File: src/design/mbps_pkg.sv
`timescale 1ns / 1ps
`default_nettype none

package mbps_pkg;

    // Signature storage and register port geometry.
    localparam int SIG_BYTES       = 32;
    localparam int SIG_IDX_W       = $clog2(SIG_BYTES);
    localparam int SIG_WORDS       = 4;
    localparam int MAX_PATTERN_DEF = 32;
    localparam int LEN_W           = 6;
    localparam int SKIP_W          = 16;
    localparam int OFFSET_W        = 32;
    localparam int ADDR_W          = 64;
    localparam int CFG_IDX_W       = 3;
    localparam int CFG_DATA_W      = 64;

    // Register indexes on the configuration port.
    typedef enum logic [CFG_IDX_W-1:0] {
        CFG_PAT_0_7   = 3'd0,
        CFG_PAT_8_15  = 3'd1,
        CFG_PAT_16_23 = 3'd2,
        CFG_PAT_24_31 = 3'd3,
        CFG_CARE_MASK = 3'd4,
        CFG_PAT_LEN   = 3'd5,
        CFG_SKIP      = 3'd6,
        CFG_BASE      = 3'd7
    } t_cfg_idx;

    typedef logic [7:0] t_byte;

endpackage

`default_nettype wire

File: src/design/masked_byte_pattern_scanner.sv
`timescale 1ns / 1ps
`default_nettype none
// An item taken from the input stream sits in the input register; its result, if any, is
// loaded into the output register when the pipe advances; the window compare is done there.
// Throughput: one byte per cycle when the output is not stalled; the full-window compare is a
// parallel AND of byte compares. Reset (synchronous, active low) clears the configuration
// registers, the valid flags, the window position, the match count and the report flag; the
// window bytes need no clearing since only filled entries are compared.
module masked_byte_pattern_scanner #(
    parameter int MAX_PATTERN = mbps_pkg::MAX_PATTERN_DEF
) (
    input  logic                              i_clk,
    input  logic                              i_rst_n,
    // Configuration write channel.
    input  logic                              i_cfg_valid,
    output logic                              o_cfg_ready,
    input  logic [mbps_pkg::CFG_IDX_W-1:0]    i_cfg_index,
    input  logic [mbps_pkg::CFG_DATA_W-1:0]   i_cfg_data,
    // Input stream.
    input  logic                              i_s_tvalid,
    output logic                              o_s_tready,
    input  logic [7:0]                        i_s_tdata,   // [7:0] data_byte
    input  logic                              i_s_tlast,
    // Result stream.
    output logic                              o_m_tvalid,
    input  logic                              i_m_tready,
    output logic [mbps_pkg::ADDR_W-1:0]       o_m_tdata,   // [63:0] match_address
    output logic                              o_m_tuser    // [0] found
);
    import mbps_pkg::*;

    localparam int WinDepth = (MAX_PATTERN < SIG_BYTES) ? MAX_PATTERN : SIG_BYTES;

    // Configuration registers.
    logic [SIG_WORDS-1:0][CFG_DATA_W-1:0] r_pat_words;
    logic [SIG_BYTES-1:0]                 r_care;
    logic [LEN_W-1:0]                     r_len;
    logic [SKIP_W-1:0]                    r_skip;
    logic [ADDR_W-1:0]                    r_base;
    logic [SIG_BYTES-1:0][7:0]            w_sig;

    // Signature aligned to window positions.
    t_byte                                r_exp_byte [WinDepth];
    t_byte                                n_exp_byte [WinDepth];
    logic [WinDepth-1:0]                  r_exp_care;
    logic [WinDepth-1:0]                  n_exp_care;
    logic                                 r_len_ok;
    logic                                 n_len_ok;

    // Input register.
    logic                                 r_s1_valid;
    t_byte                                r_s1_byte;
    logic                                 r_s1_last;

    // Region state.
    t_byte                                r_window [WinDepth];
    t_byte                                n_window [WinDepth];
    logic [OFFSET_W-1:0]                  r_offset;
    logic [OFFSET_W-1:0]                  n_offset;
    logic [SKIP_W-1:0]                    r_passed;
    logic                                 r_reported;

    // Output register.
    logic                                 r_out_valid;
    logic                                 r_found;
    logic [ADDR_W-1:0]                    r_addr;

    logic                                 w_advance;
    logic                                 w_proc;
    logic                                 w_exact;
    logic [WinDepth-1:0]                  w_hit;
    logic                                 w_cond;
    logic                                 w_report;
    logic [OFFSET_W-1:0]                  w_start;

    assign o_cfg_ready = 1'b1;
    assign w_sig       = r_pat_words;

    // Register writes.
    always_ff @(posedge i_clk) begin
        if (!i_rst_n) begin
            r_pat_words <= '0;
            r_care      <= '0;
            r_len       <= '0;
            r_skip      <= '0;
            r_base      <= '0;
        end else if (i_cfg_valid) begin
            case (t_cfg_idx'(i_cfg_index))
                CFG_PAT_0_7:   r_pat_words[0] <= i_cfg_data;
                CFG_PAT_8_15:  r_pat_words[1] <= i_cfg_data;
                CFG_PAT_16_23: r_pat_words[2] <= i_cfg_data;
                CFG_PAT_24_31: r_pat_words[3] <= i_cfg_data;
                CFG_CARE_MASK: r_care         <= i_cfg_data[SIG_BYTES-1:0];
                CFG_PAT_LEN:   r_len          <= i_cfg_data[LEN_W-1:0];
                CFG_SKIP:      r_skip         <= i_cfg_data[SKIP_W-1:0];
                CFG_BASE:      r_base         <= i_cfg_data;
                default: begin
                end
            endcase
        end
    end

    // Window position k holds the byte that signature byte len-1-k is compared with.
    always_comb begin
        logic [LEN_W-1:0] idx;
        logic             in_use;
        for (int k = 0; k < WinDepth; k++) begin
            idx           = r_len - LEN_W'(1) - LEN_W'(k);
            in_use        = LEN_W'(k) < r_len;
            n_exp_byte[k] = w_sig[idx[SIG_IDX_W-1:0]];
            n_exp_care[k] = in_use && r_care[idx[SIG_IDX_W-1:0]];
        end
        n_len_ok = (r_len != '0) && (r_len <= LEN_W'(WinDepth));
    end

    always_ff @(posedge i_clk) begin
        if (!i_rst_n) begin
            r_exp_care <= '0;
            r_len_ok   <= 1'b0;
        end else begin
            r_exp_care <= n_exp_care;
            r_len_ok   <= n_len_ok;
        end
    end

    always_ff @(posedge i_clk) begin
        r_exp_byte <= n_exp_byte;
    end

    // Handshake: the whole pipe moves when the output register is free.
    assign w_advance  = !r_out_valid || i_m_tready;
    assign o_s_tready = !r_s1_valid || w_advance;
    assign w_proc     = r_s1_valid && w_advance;

    always_ff @(posedge i_clk) begin
        if (!i_rst_n) begin
            r_s1_valid <= 1'b0;
        end else if (o_s_tready) begin
            r_s1_valid <= i_s_tvalid;
        end
    end

    always_ff @(posedge i_clk) begin
        if (i_s_tvalid && o_s_tready) begin
            r_s1_byte <= i_s_tdata;
            r_s1_last <= i_s_tlast;
        end
    end

    // Shifted window and saturating position.
    always_comb begin
        n_window[0] = r_s1_byte;
        for (int k = 1; k < WinDepth; k++) begin
            n_window[k] = r_window[k-1];
        end
    end

    assign w_exact  = r_offset != '1;
    assign n_offset = w_exact ? r_offset + OFFSET_W'(1) : r_offset;

    // Masked compare over the aligned window.
    always_comb begin
        for (int k = 0; k < WinDepth; k++) begin
            w_hit[k] = !r_exp_care[k] || (n_window[k] == r_exp_byte[k]);
        end
    end

    assign w_cond   = !r_reported && w_exact && r_len_ok &&
                      (n_offset >= OFFSET_W'(r_len)) && (&w_hit);
    assign w_report = w_cond && (r_passed >= r_skip);
    assign w_start  = n_offset - OFFSET_W'(r_len);

    always_ff @(posedge i_clk) begin
        if (w_proc) begin
            r_window <= n_window;
        end
    end

    // Region state; the final byte returns it to its reset value.
    always_ff @(posedge i_clk) begin
        if (!i_rst_n) begin
            r_offset   <= '0;
            r_passed   <= '0;
            r_reported <= 1'b0;
        end else if (w_proc) begin
            if (r_s1_last) begin
                r_offset   <= '0;
                r_passed   <= '0;
                r_reported <= 1'b0;
            end else begin
                r_offset <= n_offset;
                if (w_cond && !w_report) begin
                    r_passed <= r_passed + SKIP_W'(1);
                end
                if (w_report) begin
                    r_reported <= 1'b1;
                end
            end
        end
    end

    // Output register: a match, or not-found at the end of a region without a report.
    always_ff @(posedge i_clk) begin
        if (!i_rst_n) begin
            r_out_valid <= 1'b0;
        end else if (w_advance) begin
            r_out_valid <= w_proc && (w_report || (r_s1_last && !r_reported));
        end
    end

    always_ff @(posedge i_clk) begin
        if (w_advance) begin
            r_found <= w_report;
            r_addr  <= w_report ? r_base + ADDR_W'(w_start) : '0;
        end
    end

    assign o_m_tvalid = r_out_valid;
    assign o_m_tdata  = r_addr;
    assign o_m_tuser  = r_found;

    // A not-found item carries a zero address.
    a_notfound_zero: assert property (@(posedge i_clk) disable iff (!i_rst_n)
        (r_out_valid && !r_found) |-> (r_addr == '0))
        else $error("not-found item with nonzero address");

    // After a report, a byte that does not end the region produces nothing.
    a_no_second: assert property (@(posedge i_clk) disable iff (!i_rst_n)
        (w_proc && r_reported && !r_s1_last) |=> !r_out_valid)
        else $error("item produced after a report");

    // A region that ends without a report yields an item.
    a_end_result: assert property (@(posedge i_clk) disable iff (!i_rst_n)
        (w_proc && r_s1_last && !r_reported) |=> r_out_valid)
        else $error("region ended without a result");

    // The end of a region clears its state.
    a_end_clear: assert property (@(posedge i_clk) disable iff (!i_rst_n)
        (w_proc && r_s1_last) |=> (r_offset == '0 && r_passed == '0 && !r_reported))
        else $error("region state not cleared");

endmodule

`default_nettype wire
File: config.mk
export PLATFORM = sky130hd
export DESIGN_NAME = masked_byte_pattern_scanner
export DESIGN_NICKNAME = d
export VERILOG_FILES = /design/src/design/mbps_pkg.sv /design/src/design/masked_byte_pattern_scanner.sv
export SDC_FILE = /design/constraint.sdc
export NUM_CORES = 2
export LEC_CHECK = 0
export BUFFER_PORTS_ARGS = -buffer_cell sky130_fd_sc_hd__buf_4
export CAP_MARGIN = 40
export CORE_MARGIN = 3
export CORE_UTILIZATION = 58
export CTS_BUF_LIST = sky130_fd_sc_hd__clkbuf_8
export DETAILED_ROUTE_END_ITERATION = 6
export GPL_ROUTABILITY_DRIVEN = 0
export HOLD_SLACK_MARGIN = 0.12
export PLACE_DENSITY = 0.79
export SLEW_MARGIN = 20
export SYNTH_ARGS = -nofsm -noshare
export SYNTH_HDL_FRONTEND = slang
export SYNTH_SLANG_ARGS = --single-unit
File: constraint.sdc
create_clock -name i_clk -period 14.6 [get_ports i_clk]
set_input_delay 2.19 -clock i_clk [delete_from_list [all_inputs] [get_ports i_clk]]
set_output_delay 2.19 -clock i_clk [all_outputs]
set_load 0.03 [all_outputs]
==> impl_metrics.ini <==
[outcome]
status = finished with violations
violations = DRC

[synthesis]
ys_seq_elements = 1036
synth_compound_area_share_pct = 12.3
syn-num-nets = 6009
synth_xor_area_share_pct = 6.11
ys_types = 80
synth-edff-count = 322
synth.mux.area_fraction_pct = 18.9
avgSynthCellArea_um2 = 9.53
synth_top_family_by_area = multiplexers
syn_inst = 5855
post_synth_and_or_nand_nor_area_fraction_pct = 14.7
synthAdderAreaFrac_pct = 1.66
syn_area_um2 = 55800
synth_seq_area_share_pct = 43.0
async_reset_ff_share_pct = 0
yosys_warnings = 0
synth_ff_type = dfxtp_1

[setup_path]
cp_slowest_cell = nor3_1
arrival_ns = 10.12
crit_path_start_kind = flip-flop
crit_fanout = 10
cp_top_family = simple AND/OR/NAND/NOR gates
cpPeakStageDelay_ns = 0.61
path_buf_inv = 2
critical_path_class = reg2reg
critPathRequiredTime_ns = 15.18
worstSetupEndpointType = flip-flop

[placement]
place_area_um2 = 58000
dp.final_hpwl_mm = 144
dpl_worst_slack_ns = 5.26
io_buffers = 147

[clocking]
cts_made_buffers = 168
insertion_delay_ns = 0.91
numClockSinks = 1036
cts_buffer_depth = 3
clkTransAtPathRegs_ns = 0.07
cts_tree = done
cts_resized = 0
cts_max_level = 4
hold_buffers = 0
cts_root_buffer = clkbuf_8
cts_setup_buffers = 0

[global_route]
grt_max_degree = 286
globalRouteOverflowTotal = 0
gr-usage-all-layers_pct = 38.1
grt_pass1_wl_mm = 280
grt_pass1_vias = 43000
grt_antenna_before_repair = 16

[sta]
worst_pin_slew_ns = 1.29
max_slew_margin_pct = 14.1
hold_slack_ns = 0.457
finalWorstSetupSlack_ns = 5.06
finalSetupViolCount = 0
period_share_pct = 65.3
rsz0062_at_grt = no
slew_viol_final = 0
fmax_mhz = 105
finalHoldViolCount = 0
skew_ns = 0.0723
period_needed_ns = 9.54
tns_ns = 0

[pwr]
p_per_area_nw_per_um2 = 113
vdd_drop_max_mv = 0.0966
clockPowerShare_pct = 39.1
seq_power_share_pct = 45.4
power_frac_comb_pct = 15.5
p_int_mw = 5.00
leakage_nw = 23.3
p_sw_mw = 2.05
finalPower_mw = 7.04
sw_frac_of_total_pct = 29.0

[layout]
fillers = 7314
multi_input_comb_area_um2 = 30200
final_cell_mix = nand2_1 (1,096), dfxtp_1 (712), mux2i_1 (603), a21boi_0 (388), xnor2_1 (324)
stdcell_area_um2 = 62200
regArea_um2 = 24000
syn_to_final_growth_pct = 11.5
drive_gt1_share_pct = 14.3
nets = 6048
final_common_cell = nand2_1

[floorplanning]
rows = 113
initial_core_util_pct = 58.6
core_um2 = 95200
die_w_um = 316
die_h_um = 316
die_area_um2 = 99900
ioPinCount = 149

[routing]
firstDrtPassIters = 7
drt_wl_total_mm = 195
viasPerCell = 6.48
wl_per_cell_um = 26.6
vias = 47300
drc = 2
drt_iter0_drc = 7709
drtAntennaViolNets = 0

[flow_run]
max_cap_viol_count = 0

[min_path]
hp-class = reg2reg
area by class of cell:
class                   count  share of cell area [%]
well taps                1265                    2.55
clock inverters            96                    1.28
inverters                 121                   0.751
clock buffers             210                    4.65
multi-input cells        4327                    48.6
repair buffers            240                    3.57
diodes                      9                  0.0362
flip-flops and latches   1036                    38.6
final timing paths:
path                                          startpoint                     endpoint  slack (ns)  cells past startpoint
worst max-delay path            r_offset[0]$_SDFFE_PN0P_  o_m_tdata[45]$_SDFFCE_PN0P_        5.06                     29
worst max register to register  r_offset[0]$_SDFFE_PN0P_  o_m_tdata[45]$_SDFFCE_PN0P_        5.06                     29
worst min-delay path              n_window[68]$_DFFE_PP_       n_window[60]$_DFFE_PP_        0.46                      0
worst min register to register    n_window[68]$_DFFE_PP_       n_window[60]$_DFFE_PP_        0.46                      0
cells by family after synthesis:
logic type / Yosys count
DFF: 1036
buffers and inverters: 492
adders and majority gates: 73
muxes: 896
AOI/OAI and AO/OA: 1084
xor gates and xnor gates: 389
other: 1
and+or+nand+nor: 1884
Yosys cell counts, types with 52 or more instances:
cell      count  area [µm²]
edfxtp_1    322        9670
clkbuf_1    305        1140
nand3_1      58         290
inv_1       112         420
nor2b_1      61         382
nor2_1      288        1080
nand2_1    1099        4130
mux2i_1     604        6050
dfxtp_1     714       14300
mux2_2      184        2070
ha_1         71         888
and2_1       54         338
nand4_1     105         657
a21boi_0    388        2910
buf_1        52         195
o21ai_0     241        1210
a21oi_1     311        1560
nor3_1      103         515
xnor2_1     339        2970
mux4_2      108        2430
worst reg2reg max path: cells and delay by family, from the launching register on:
kind | cells | cell delay (ns)
buffers and inverters | 2 | 0.32
adders and majority gates | 4 | 1.23
muxes | 1 | 0.23
AOI/OAI and AO/OA | 8 | 1.78
xor gates and xnor gates | 3 | 0.81
DFF | 1 | 0.43
and+or+nand+nor | 11 | 4.46
state kept, by name, summed over array words and instances, names as in the netlist:
name / count
r_base: 64
r_s1_valid: 1
r_skip: 16
o_m_tuser: 1
n_window: 248
r_pat_words: 256
r_exp_byte: 256
r_passed: 16
o_m_tdata: 64
r_len: 6
r_s1_last: 1
r_care: 32
r_len_ok: 1
r_s1_byte: 8
o_m_tvalid: 1
r_offset: 32
r_reported: 1
r_exp_care: 32
power groups by stage:
stage                     logic [mW]  clock network (mW)  registers [mW]
after floorplan                0.659                   0            3.24
after global placement         0.992                   0            3.25
after detailed placement        1.02                   0            3.25
after CTS                       1.03                2.76            3.19
after global routing            1.12                2.88            3.20
final                           1.09                2.75            3.20
layer usage:
layer | share of wire, % | GRT usage (%) | wire, µm | vias up
met5 | 0.028 | 0 | 54 | -
met4 | 7.8 | 25.0 | 15200 | 8
met3 | 15 | 13.2 | 28700 | 726
met2 | 41 | 53.8 | 79700 | 3468
met1 | 36 | 49.5 | 70900 | 22400
li1 | - | - | - | 20700
per-stage QoR:
step	utilization, %	cells
2_1_floorplan	-	5855
3_3_place_gp	60.7	6952
3_5_place_dp	61.0	6964
4_1_cts	64.8	7270
5_1_grt	65.3	7296
6_report	65.3	7304
Note: power is estimated with default switching activity, not from simulation.
